`src/design/sgs_pkg.sv`:
```
// sgs_pkg: shared types and constants for the servo gate sequencer
// no dependencies; used by every module of the block
package sgs_pkg;

  localparam int CFG_IDX_W  = 3;
  localparam int CFG_DATA_W = 16;
  localparam int ANGLE_W    = 8;
  localparam int PULSE_W    = 12;
  localparam int DUTY_W     = 8;
  localparam int TICK_W     = 16;
  localparam int PROD_W     = PULSE_W + ANGLE_W;

  localparam logic [ANGLE_W-1:0] ANGLE_MAX   = 8'd180;
  localparam logic [DUTY_W-1:0]  DUTY_BRAKE  = 8'd255;
  localparam logic [PULSE_W-1:0] PULSE_RESET = 12'd1472;

  // x / 180 is taken as (x >> 2) / 45, and q / 45 as (q * DIV45_RECIP) >> DIV45_SHIFT,
  // exact for q below 2^24 / 44
  localparam int                 DIV45_SHIFT = 24;
  localparam int                 QUOT_W      = PROD_W - 2;
  localparam logic [18:0]        DIV45_RECIP = 19'd372828;

  localparam logic [ANGLE_W-1:0] RST_CENTER   = 8'd90;
  localparam logic [ANGLE_W-1:0] RST_OFFSET   = 8'd60;
  localparam logic [TICK_W-1:0]  RST_HOLD     = 16'd2000;
  localparam logic [TICK_W-1:0]  RST_SETTLE   = 16'd1000;
  localparam logic [TICK_W-1:0]  RST_HOLDOFF  = 16'd1000;
  localparam logic [PULSE_W-1:0] RST_PULSE_MIN = 12'd544;
  localparam logic [PULSE_W-1:0] RST_PULSE_MAX = 12'd2400;

  typedef enum logic [CFG_IDX_W-1:0] {
    CFG_CENTER    = 3'd0,
    CFG_OFFSET    = 3'd1,
    CFG_HOLD      = 3'd2,
    CFG_SETTLE    = 3'd3,
    CFG_HOLDOFF   = 3'd4,
    CFG_PULSE_MIN = 3'd5,
    CFG_PULSE_MAX = 3'd6
  } cfg_idx_t;

  typedef enum logic [2:0] {
    ACT_TICK       = 3'd0,
    ACT_MOVE_RIGHT = 3'd1,
    ACT_MOVE_LEFT  = 3'd2,
    ACT_MOVE       = 3'd3,
    ACT_DC_START   = 3'd4,
    ACT_DC_STOP    = 3'd5,
    ACT_SENSOR     = 3'd6
  } action_t;

  typedef enum logic [1:0] {
    PH_IDLE   = 2'd0,
    PH_HOLD   = 2'd1,
    PH_SETTLE = 2'd2
  } phase_t;

  typedef enum logic [1:0] {
    SEL_KEEP = 2'd0,
    SEL_ZERO = 2'd1,
    SEL_CALC = 2'd2
  } pulse_sel_t;

  typedef struct packed {
    logic [ANGLE_W-1:0]  center_angle;
    logic [ANGLE_W-1:0]  offset_angle;
    logic [TICK_W-1:0]   hold_ticks;
    logic [TICK_W-1:0]   settle_ticks;
    logic [TICK_W-1:0]   sensor_holdoff;
    logic [PULSE_W-1:0]  pulse_min_us;
    logic [PULSE_W-1:0]  pulse_max_us;
  } cfg_t;

  // result of one item's state update, carried down the pulse pipeline
  typedef struct packed {
    pulse_sel_t          sel;
    logic [ANGLE_W-1:0]  angle;
    phase_t              phase;
    logic [DUTY_W-1:0]   duty;
    logic                detected;
  } status_t;

endpackage

```
`src/design/sgs_ctrl.sv`:
```
// sgs_ctrl: sequence state, timers and dc duty, updated once per item
// depends on sgs_pkg
module sgs_ctrl #(
  parameter int TIMER_BITS = 16
) (
  input  logic                 clk,
  input  logic                 rst,
  input  logic                 fire,
  input  logic [2:0]           action,
  input  logic signed [9:0]    speed,
  input  sgs_pkg::cfg_t        cfg,
  output sgs_pkg::status_t     status
);

  localparam int CMP_W = (TIMER_BITS > sgs_pkg::TICK_W) ? TIMER_BITS : sgs_pkg::TICK_W;
  localparam logic [TIMER_BITS-1:0] TIMER_MAX = {TIMER_BITS{1'b1}};

  sgs_pkg::phase_t              seq_phase, seq_phase_next;
  logic [TIMER_BITS-1:0]        phase_timer, phase_timer_next;
  logic [TIMER_BITS-1:0]        since_detect, since_detect_next;
  logic [sgs_pkg::DUTY_W-1:0]   duty_reg, duty_reg_next;

  logic [TIMER_BITS-1:0]        pt_inc, sd_inc;
  logic [sgs_pkg::ANGLE_W:0]    sum_angle;
  logic [sgs_pkg::ANGLE_W-1:0]  diff_angle;
  logic [sgs_pkg::ANGLE_W-1:0]  up_angle, down_angle, mid_angle;
  logic                         idle;
  logic                         hold_done, settle_done, sense_ok;

  assign pt_inc = (phase_timer == TIMER_MAX) ? phase_timer : phase_timer + 1'b1;
  assign sd_inc = (since_detect == TIMER_MAX) ? since_detect : since_detect + 1'b1;
  assign idle   = (seq_phase == sgs_pkg::PH_IDLE);

  assign hold_done   = (seq_phase == sgs_pkg::PH_HOLD) &&
                       (CMP_W'(pt_inc) >= CMP_W'(cfg.hold_ticks));
  assign settle_done = (seq_phase == sgs_pkg::PH_SETTLE) &&
                       (CMP_W'(pt_inc) >= CMP_W'(cfg.settle_ticks));
  assign sense_ok    = idle && (CMP_W'(since_detect) > CMP_W'(cfg.sensor_holdoff));

  // angle candidates clamped to 0..180
  always_comb begin
    sum_angle  = {1'b0, cfg.center_angle} + {1'b0, cfg.offset_angle};
    diff_angle = (cfg.offset_angle >= cfg.center_angle) ? '0
                 : cfg.center_angle - cfg.offset_angle;
    up_angle   = (sum_angle > {1'b0, sgs_pkg::ANGLE_MAX}) ? sgs_pkg::ANGLE_MAX
                 : sum_angle[sgs_pkg::ANGLE_W-1:0];
    down_angle = (diff_angle > sgs_pkg::ANGLE_MAX) ? sgs_pkg::ANGLE_MAX : diff_angle;
    mid_angle  = (cfg.center_angle > sgs_pkg::ANGLE_MAX) ? sgs_pkg::ANGLE_MAX
                 : cfg.center_angle;
  end

  // next state
  always_comb begin
    seq_phase_next    = seq_phase;
    phase_timer_next  = phase_timer;
    since_detect_next = since_detect;
    duty_reg_next     = duty_reg;
    case (action)
      sgs_pkg::ACT_TICK: begin
        phase_timer_next  = pt_inc;
        since_detect_next = sd_inc;
        if (hold_done) begin
          seq_phase_next   = sgs_pkg::PH_SETTLE;
          phase_timer_next = '0;
        end else if (settle_done) begin
          seq_phase_next = sgs_pkg::PH_IDLE;
        end
      end
      sgs_pkg::ACT_MOVE_RIGHT, sgs_pkg::ACT_MOVE, sgs_pkg::ACT_MOVE_LEFT: begin
        if (idle) begin
          seq_phase_next   = sgs_pkg::PH_HOLD;
          phase_timer_next = '0;
        end
      end
      sgs_pkg::ACT_DC_START: begin
        if (speed[9]) begin
          duty_reg_next = sgs_pkg::DUTY_BRAKE;
        end else if (speed[8]) begin
          duty_reg_next = '0;
        end else begin
          duty_reg_next = ~speed[7:0];
        end
      end
      sgs_pkg::ACT_DC_STOP: begin
        duty_reg_next = sgs_pkg::DUTY_BRAKE;
      end
      sgs_pkg::ACT_SENSOR: begin
        if (sense_ok) begin
          since_detect_next = '0;
          seq_phase_next    = sgs_pkg::PH_HOLD;
          phase_timer_next  = '0;
        end
      end
      default: begin
      end
    endcase
  end

  // outputs
  always_comb begin
    status.sel      = sgs_pkg::SEL_KEEP;
    status.angle    = up_angle;
    status.detected = 1'b0;
    case (action)
      sgs_pkg::ACT_TICK: begin
        if (hold_done) begin
          status.sel   = sgs_pkg::SEL_CALC;
          status.angle = mid_angle;
        end else if (settle_done) begin
          status.sel = sgs_pkg::SEL_ZERO;
        end
      end
      sgs_pkg::ACT_MOVE_RIGHT, sgs_pkg::ACT_MOVE: begin
        if (idle) begin
          status.sel = sgs_pkg::SEL_CALC;
        end
      end
      sgs_pkg::ACT_MOVE_LEFT: begin
        if (idle) begin
          status.sel   = sgs_pkg::SEL_CALC;
          status.angle = down_angle;
        end
      end
      sgs_pkg::ACT_SENSOR: begin
        if (sense_ok) begin
          status.detected = 1'b1;
          status.sel      = sgs_pkg::SEL_CALC;
        end
      end
      default: begin
      end
    endcase
    status.phase = seq_phase_next;
    status.duty  = duty_reg_next;
  end

  always_ff @(posedge clk) begin
    if (rst) begin
      seq_phase    <= sgs_pkg::PH_IDLE;
      phase_timer  <= '0;
      since_detect <= TIMER_MAX;
      duty_reg     <= sgs_pkg::DUTY_BRAKE;
    end else if (fire) begin
      seq_phase    <= seq_phase_next;
      phase_timer  <= phase_timer_next;
      since_detect <= since_detect_next;
      duty_reg     <= duty_reg_next;
    end
  end

endmodule

```
`src/design/sgs_pulse.sv`:
```
// sgs_pulse: angle to pulse width pipeline (span multiply, divide by 180) and result register
// depends on sgs_pkg
module sgs_pulse (
  input  logic                          clk,
  input  logic                          rst,
  input  logic                          in_valid,
  output logic                          in_stall,
  input  sgs_pkg::status_t              status,
  input  sgs_pkg::cfg_t                 cfg,
  output logic                          out_valid,
  input  logic                          out_stall,
  output logic [sgs_pkg::PULSE_W-1:0]   servo_pulse_us,
  output logic [sgs_pkg::DUTY_W-1:0]    dc_duty,
  output logic                          detected,
  output logic [1:0]                    phase
);

  localparam int MUL_W = sgs_pkg::QUOT_W + 19;

  logic                          b_valid, c_valid;
  logic                          b_en, c_en, d_en;
  sgs_pkg::status_t              b_status, c_status;
  logic [sgs_pkg::PROD_W-1:0]    b_prod;
  logic [sgs_pkg::PULSE_W-1:0]   c_quot;
  logic [sgs_pkg::PULSE_W-1:0]   span;
  logic [MUL_W-1:0]              recip_prod;
  logic [sgs_pkg::PULSE_W-1:0]   pulse_next;

  assign d_en     = !out_valid || !out_stall;
  assign c_en     = !c_valid || d_en;
  assign b_en     = !b_valid || c_en;
  assign in_stall = !b_en;

  assign span = (cfg.pulse_max_us >= cfg.pulse_min_us)
                ? cfg.pulse_max_us - cfg.pulse_min_us : '0;

  assign recip_prod = MUL_W'(b_prod[sgs_pkg::PROD_W-1:2]) * MUL_W'(sgs_pkg::DIV45_RECIP);

  always_comb begin
    case (c_status.sel)
      sgs_pkg::SEL_CALC: pulse_next = cfg.pulse_min_us + c_quot;
      sgs_pkg::SEL_ZERO: pulse_next = '0;
      default:           pulse_next = servo_pulse_us;
    endcase
  end

  always_ff @(posedge clk) begin
    if (rst) begin
      b_valid        <= 1'b0;
      c_valid        <= 1'b0;
      out_valid      <= 1'b0;
      servo_pulse_us <= sgs_pkg::PULSE_RESET;
    end else begin
      if (b_en) begin
        b_valid <= in_valid;
      end
      if (c_en) begin
        c_valid <= b_valid;
      end
      if (d_en) begin
        out_valid <= c_valid;
        if (c_valid) begin
          servo_pulse_us <= pulse_next;
        end
      end
    end
  end

  always_ff @(posedge clk) begin
    if (b_en) begin
      b_status <= status;
      b_prod   <= sgs_pkg::PROD_W'(span) * sgs_pkg::PROD_W'(status.angle);
    end
    if (c_en) begin
      c_status <= b_status;
      c_quot   <= recip_prod[sgs_pkg::DIV45_SHIFT +: sgs_pkg::PULSE_W];
    end
    if (d_en && c_valid) begin
      dc_duty  <= c_status.duty;
      detected <= c_status.detected;
      phase    <= c_status.phase;
    end
  end

endmodule

```
`src/design/servo_gate_sequencer_unit.sv`:
```
// servo_gate_sequencer_unit: top level, configuration registers and input register
// depends on sgs_pkg, sgs_ctrl and sgs_pulse
//
// One result per transfer in, one transfer per cycle sustained while out_stall is low. A
// result passes the input register, where the sequence state updates, then the span
// multiply and the divide-by-180 reciprocal multiply each take a registered stage before
// the result register. Configuration registers are read by every stage, so writes also
// reach items in flight; configuration writes are meant for an idle block.
module servo_gate_sequencer_unit #(
  parameter int TIMER_BITS = 16
) (
  input  logic                                 clk,
  input  logic                                 rst,
  input  logic                                 cfg_we,
  input  logic [sgs_pkg::CFG_IDX_W-1:0]        cfg_index,
  input  logic [sgs_pkg::CFG_DATA_W-1:0]       cfg_data,
  input  logic                                 in_valid,
  output logic                                 in_stall,
  input  logic [2:0]                           action,
  input  logic signed [9:0]                    speed,
  output logic                                 out_valid,
  input  logic                                 out_stall,
  output logic [sgs_pkg::PULSE_W-1:0]          servo_pulse_us,
  output logic [sgs_pkg::DUTY_W-1:0]           dc_duty,
  output logic                                 detected,
  output logic [1:0]                           phase
);

  sgs_pkg::cfg_t     cfg;
  sgs_pkg::status_t  status;
  logic              a_valid;
  logic [2:0]        a_action;
  logic signed [9:0] a_speed;
  logic              a_stall;
  logic              a_fire;

  assign in_stall = a_valid && a_stall;
  assign a_fire   = a_valid && !a_stall;

  always_ff @(posedge clk) begin
    if (rst) begin
      cfg.center_angle   <= sgs_pkg::RST_CENTER;
      cfg.offset_angle   <= sgs_pkg::RST_OFFSET;
      cfg.hold_ticks     <= sgs_pkg::RST_HOLD;
      cfg.settle_ticks   <= sgs_pkg::RST_SETTLE;
      cfg.sensor_holdoff <= sgs_pkg::RST_HOLDOFF;
      cfg.pulse_min_us   <= sgs_pkg::RST_PULSE_MIN;
      cfg.pulse_max_us   <= sgs_pkg::RST_PULSE_MAX;
    end else if (cfg_we) begin
      case (cfg_index)
        sgs_pkg::CFG_CENTER:    cfg.center_angle   <= cfg_data[sgs_pkg::ANGLE_W-1:0];
        sgs_pkg::CFG_OFFSET:    cfg.offset_angle   <= cfg_data[sgs_pkg::ANGLE_W-1:0];
        sgs_pkg::CFG_HOLD:      cfg.hold_ticks     <= cfg_data;
        sgs_pkg::CFG_SETTLE:    cfg.settle_ticks   <= cfg_data;
        sgs_pkg::CFG_HOLDOFF:   cfg.sensor_holdoff <= cfg_data;
        sgs_pkg::CFG_PULSE_MIN: cfg.pulse_min_us   <= cfg_data[sgs_pkg::PULSE_W-1:0];
        sgs_pkg::CFG_PULSE_MAX: cfg.pulse_max_us   <= cfg_data[sgs_pkg::PULSE_W-1:0];
        default: begin
        end
      endcase
    end
  end

  // input register
  always_ff @(posedge clk) begin
    if (rst) begin
      a_valid <= 1'b0;
    end else if (!in_stall) begin
      a_valid <= in_valid;
    end
  end

  always_ff @(posedge clk) begin
    if (in_valid && !in_stall) begin
      a_action <= action;
      a_speed  <= speed;
    end
  end

  sgs_ctrl #(
    .TIMER_BITS (TIMER_BITS)
  ) u_ctrl (
    .clk    (clk),
    .rst    (rst),
    .fire   (a_fire),
    .action (a_action),
    .speed  (a_speed),
    .cfg    (cfg),
    .status (status)
  );

  sgs_pulse u_pulse (
    .clk            (clk),
    .rst            (rst),
    .in_valid       (a_valid),
    .in_stall       (a_stall),
    .status         (status),
    .cfg            (cfg),
    .out_valid      (out_valid),
    .out_stall      (out_stall),
    .servo_pulse_us (servo_pulse_us),
    .dc_duty        (dc_duty),
    .detected       (detected),
    .phase          (phase)
  );

endmodule

```
`config.mk`:
```
export PLATFORM = sky130hd
export DESIGN_NAME = servo_gate_sequencer_unit
export DESIGN_NICKNAME = d
export VERILOG_FILES = /design/src/design/sgs_pkg.sv /design/src/design/sgs_ctrl.sv /design/src/design/sgs_pulse.sv /design/src/design/servo_gate_sequencer_unit.sv
export SDC_FILE = /design/constraint.sdc
export NUM_CORES = 1
export LEC_CHECK = 0
export ABC_AREA = 1
export BUFFER_PORTS_ARGS = -buffer_cell sky130_fd_sc_hd__clkbuf_2
export CORE_ASPECT_RATIO = 2
export CORE_MARGIN = 8
export CORE_UTILIZATION = 35
export DETAILED_ROUTE_END_ITERATION = 10
export PLACE_DENSITY = 0.54
export SETUP_SLACK_MARGIN = 0.4
export SKIP_CTS_REPAIR_TIMING = 1
export SLEW_MARGIN = 20
export SYNTH_ARGS = -nofsm -noshare
export SYNTH_HDL_FRONTEND = slang
export SYNTH_SLANG_ARGS = --single-unit
```
`constraint.sdc`:
```
create_clock -name clk -period 8.2 [get_ports clk]
set_input_delay 0.82 -clock clk [delete_from_list [all_inputs] [get_ports clk]]
set_output_delay 0.82 -clock clk [all_outputs]
set_load 0.01 [all_outputs]
```
==> impl_metrics.yaml <==
run_status:
  status: "finished clean"
timing:
  finalHoldViolCount: 0
  finalClockSkew_ns: 0.01576
  min_period_ns: 7.272
  fin_tns_setup_ns: 0
  setup_viol: 0
  worstMarginPinSlew_ns: 1.036
  rsz0062_at_grt: "no"
  hold_slack_ns: 0.4070
  fmax_ghz: 0.1375
  finalMaxSlewViolations: 0
  min_period_over_period_pct: 88.68
  slew-limit-headroom_pct: 30.69
clocking:
  ctsRootBufferMaster: "clkbuf_16"
  cts_made_buffers: 25
  clock_sinks: 226
  cts_buffer_depth: 3
  clock_latency_ns: 0.56
  clkTransAtPathRegs_ns: 0.07
  htree_levels: 1
  cts_tree: "built"
drt:
  firstDrtPassIters: 5
  drtIter0Drc: 955
  via_per_inst: 4.841
  num_vias: 16350
  drtAntennaViolNets: 0
  wl_per_cell_um: 15.43
  drc: 0
  totalWireLength_um: 52120
floorplanning:
  design.core.area_um2: 57710
  rows: 125
  chipHeight_um: 356.9
  initial_core_util_pct: 35.25
  dieArea_um2: 66560
  io_pins: 62
  die_width_um: 186.5
synthesis:
  yosys_most_used_dff: "dfxtp_1"
  synthArstFlopShare_pct: 0
  synth_cell_types: 47
  synth_top_area_share_pct: 15.93
  syn_area_um2: 20340
  ys_seq_area_share_pct: 26.18
  yosysMostFrequentCell: "inv_1"
  synth_top_area_cell: "ha_1"
  syn_nets: 2993
  synthCells: 2538
  ys_ff_latch: 226
  yosysWarnings: 0
  synth_edf_count: 80
  synth_commonest_cells: "inv_1, nand2_1, ha_1, nor2_1, a21oi_1"
  avgSynthCellArea_um2: 8.014
  synthTopCellsByArea: "ha_1, fa_1, dfxtp_1"
final_layout:
  nets: 3051
  antennaDiodeCount: 0
  synthToLayoutAreaGrowth_pct: 10.44
  fillers: 5959
  largest_reg_flops: 88
  largest-register: "cfg"
  drive_gt1_share_pct: 6.807
  seq_area_um2: 5325
  multiInputGateArea_um2: 12910
  largestRegisters: "cfg: 88 flops, u_pulse.b_prod: 18 flops"
setup_path:
  cpMostUsedCell: "nand2_1"
  criticalPathCategory: "reg2reg"
  worstPathRequired_ns: 8.51
  critPathMaxStageDelay_ns: 0.55
  cp.arrival_ns: 7.58
  cpMaxStageDelayCell: "fa_1"
  start_kind: "flop"
  cp_max_fo: 8
  crit_path_end_kind: "flop"
grt:
  grt_max_degree: 89
  grt_overflow: 0
  grt_pass1_vias: 16340
  track_usage_pct: 15.71
  antenna_found_initial: 0
  grt_pass1_wl_um: 86070
worst_hold_path:
  min-delay-path-class: "reg2reg"
placed_design:
  hpwl_um: 41990
  place.gp.congestion: 0.9505
  numPortBuffers: 61
flow_run:
  drv_cap: 0
[path summary, 6_finish.rpt]
kind	start	to	slack [ns]	cells past startpoint
worst min-delay path	u_pulse.c_status[7]$_DFFE_PP_	u_pulse.dc_duty[6]$_DFFE_PP_	0.41	0
worst min register to register	u_pulse.c_status[7]$_DFFE_PP_	u_pulse.dc_duty[6]$_DFFE_PP_	0.41	0
worst max-delay path	u_ctrl.phase_timer[1]$_SDFFE_PP0P_	u_pulse.b_prod[18]$_DFFE_PN_	0.93	38
worst max register to register	u_ctrl.phase_timer[1]$_SDFFE_PP0P_	u_pulse.b_prod[18]$_DFFE_PN_	0.93	38
[cell type report]
| cell class | count | area share [%] |
|---|---|---|
| sequential | 226 | 23.71 |
| multi-input combinational | 1746 | 57.47 |
| clock inverter | 18 | 1.120 |
| tap | 762 | 4.244 |
| clock buffer | 28 | 2.930 |
| inverter | 524 | 8.772 |
| timing repair buffer | 73 | 1.760 |
[cells by family after synthesis]
family,share of synthesized area [%]
compound gates,11.42
buf+inv,10.60
simple gates,17.64
flops,26.18
xor+xnor,2.583
fa+ha+maj,31.58
[routing by layer]
layer	share of wire [%]	vias up	track usage, %
met3	3.8	73	1.532
met4	2.1	0	3.809
met2	46	312	26.25
met1	48	7675	21.58
met5	0	-	0
li1	-	8289	-
[metrics by stage]
stage	utilization (%)	cell area [µm²]	worst slack (ns)	cells
floorplan	-	20340	1.397	2538
global placement	37.21	21480	0.6796	3328
detailed placement	37.21	21480	0.4704	3328
CTS	38.79	22390	0.4550	3374
global route	38.92	22460	0.4167	3377
finish	38.92	22460	0.9281	3377
[cell usage in the layout (no fill, tap or decap), types with 4 or more instances in the layout]
master,instances
nor3_1,32
a21boi_0,5
fa_1,159
a21oi_2,5
nand2_1,442
nor2_4,4
xor2_1,47
bufinv_16,5
a21o_1,7
nor2_1,201
o21ai_0,139
buf_4,12
a21oi_1,183
a31oi_1,8
edfxtp_1,80
or2_2,7
dfxtp_1,146
clkbuf_16,26
nand4_1,27
o2111ai_1,4
xnor2_1,13
a221oi_1,4
clkinv_1,4
o211ai_1,33
nor4_1,6
inv_2,20
inv_1,502
o21bai_1,8
nand2_2,12
clkinvlp_4,4
clkbuf_2,61
ha_1,259
nand3_1,108
[critical path, delay by kind of cell (launching register included)]
| family | cells | cell delay [ns] |
|---|---|---|
| fa+ha+maj | 7 | 2.86 |
| simple gates | 17 | 2.15 |
| buf+inv | 8 | 0.80 |
| compound gates | 5 | 0.69 |
| flops | 1 | 0.37 |
| xor+xnor | 1 | 0.15 |
Power is not shown: default switching activity piles up to over one toggle a cycle in this logic, so the estimate is an artifact.
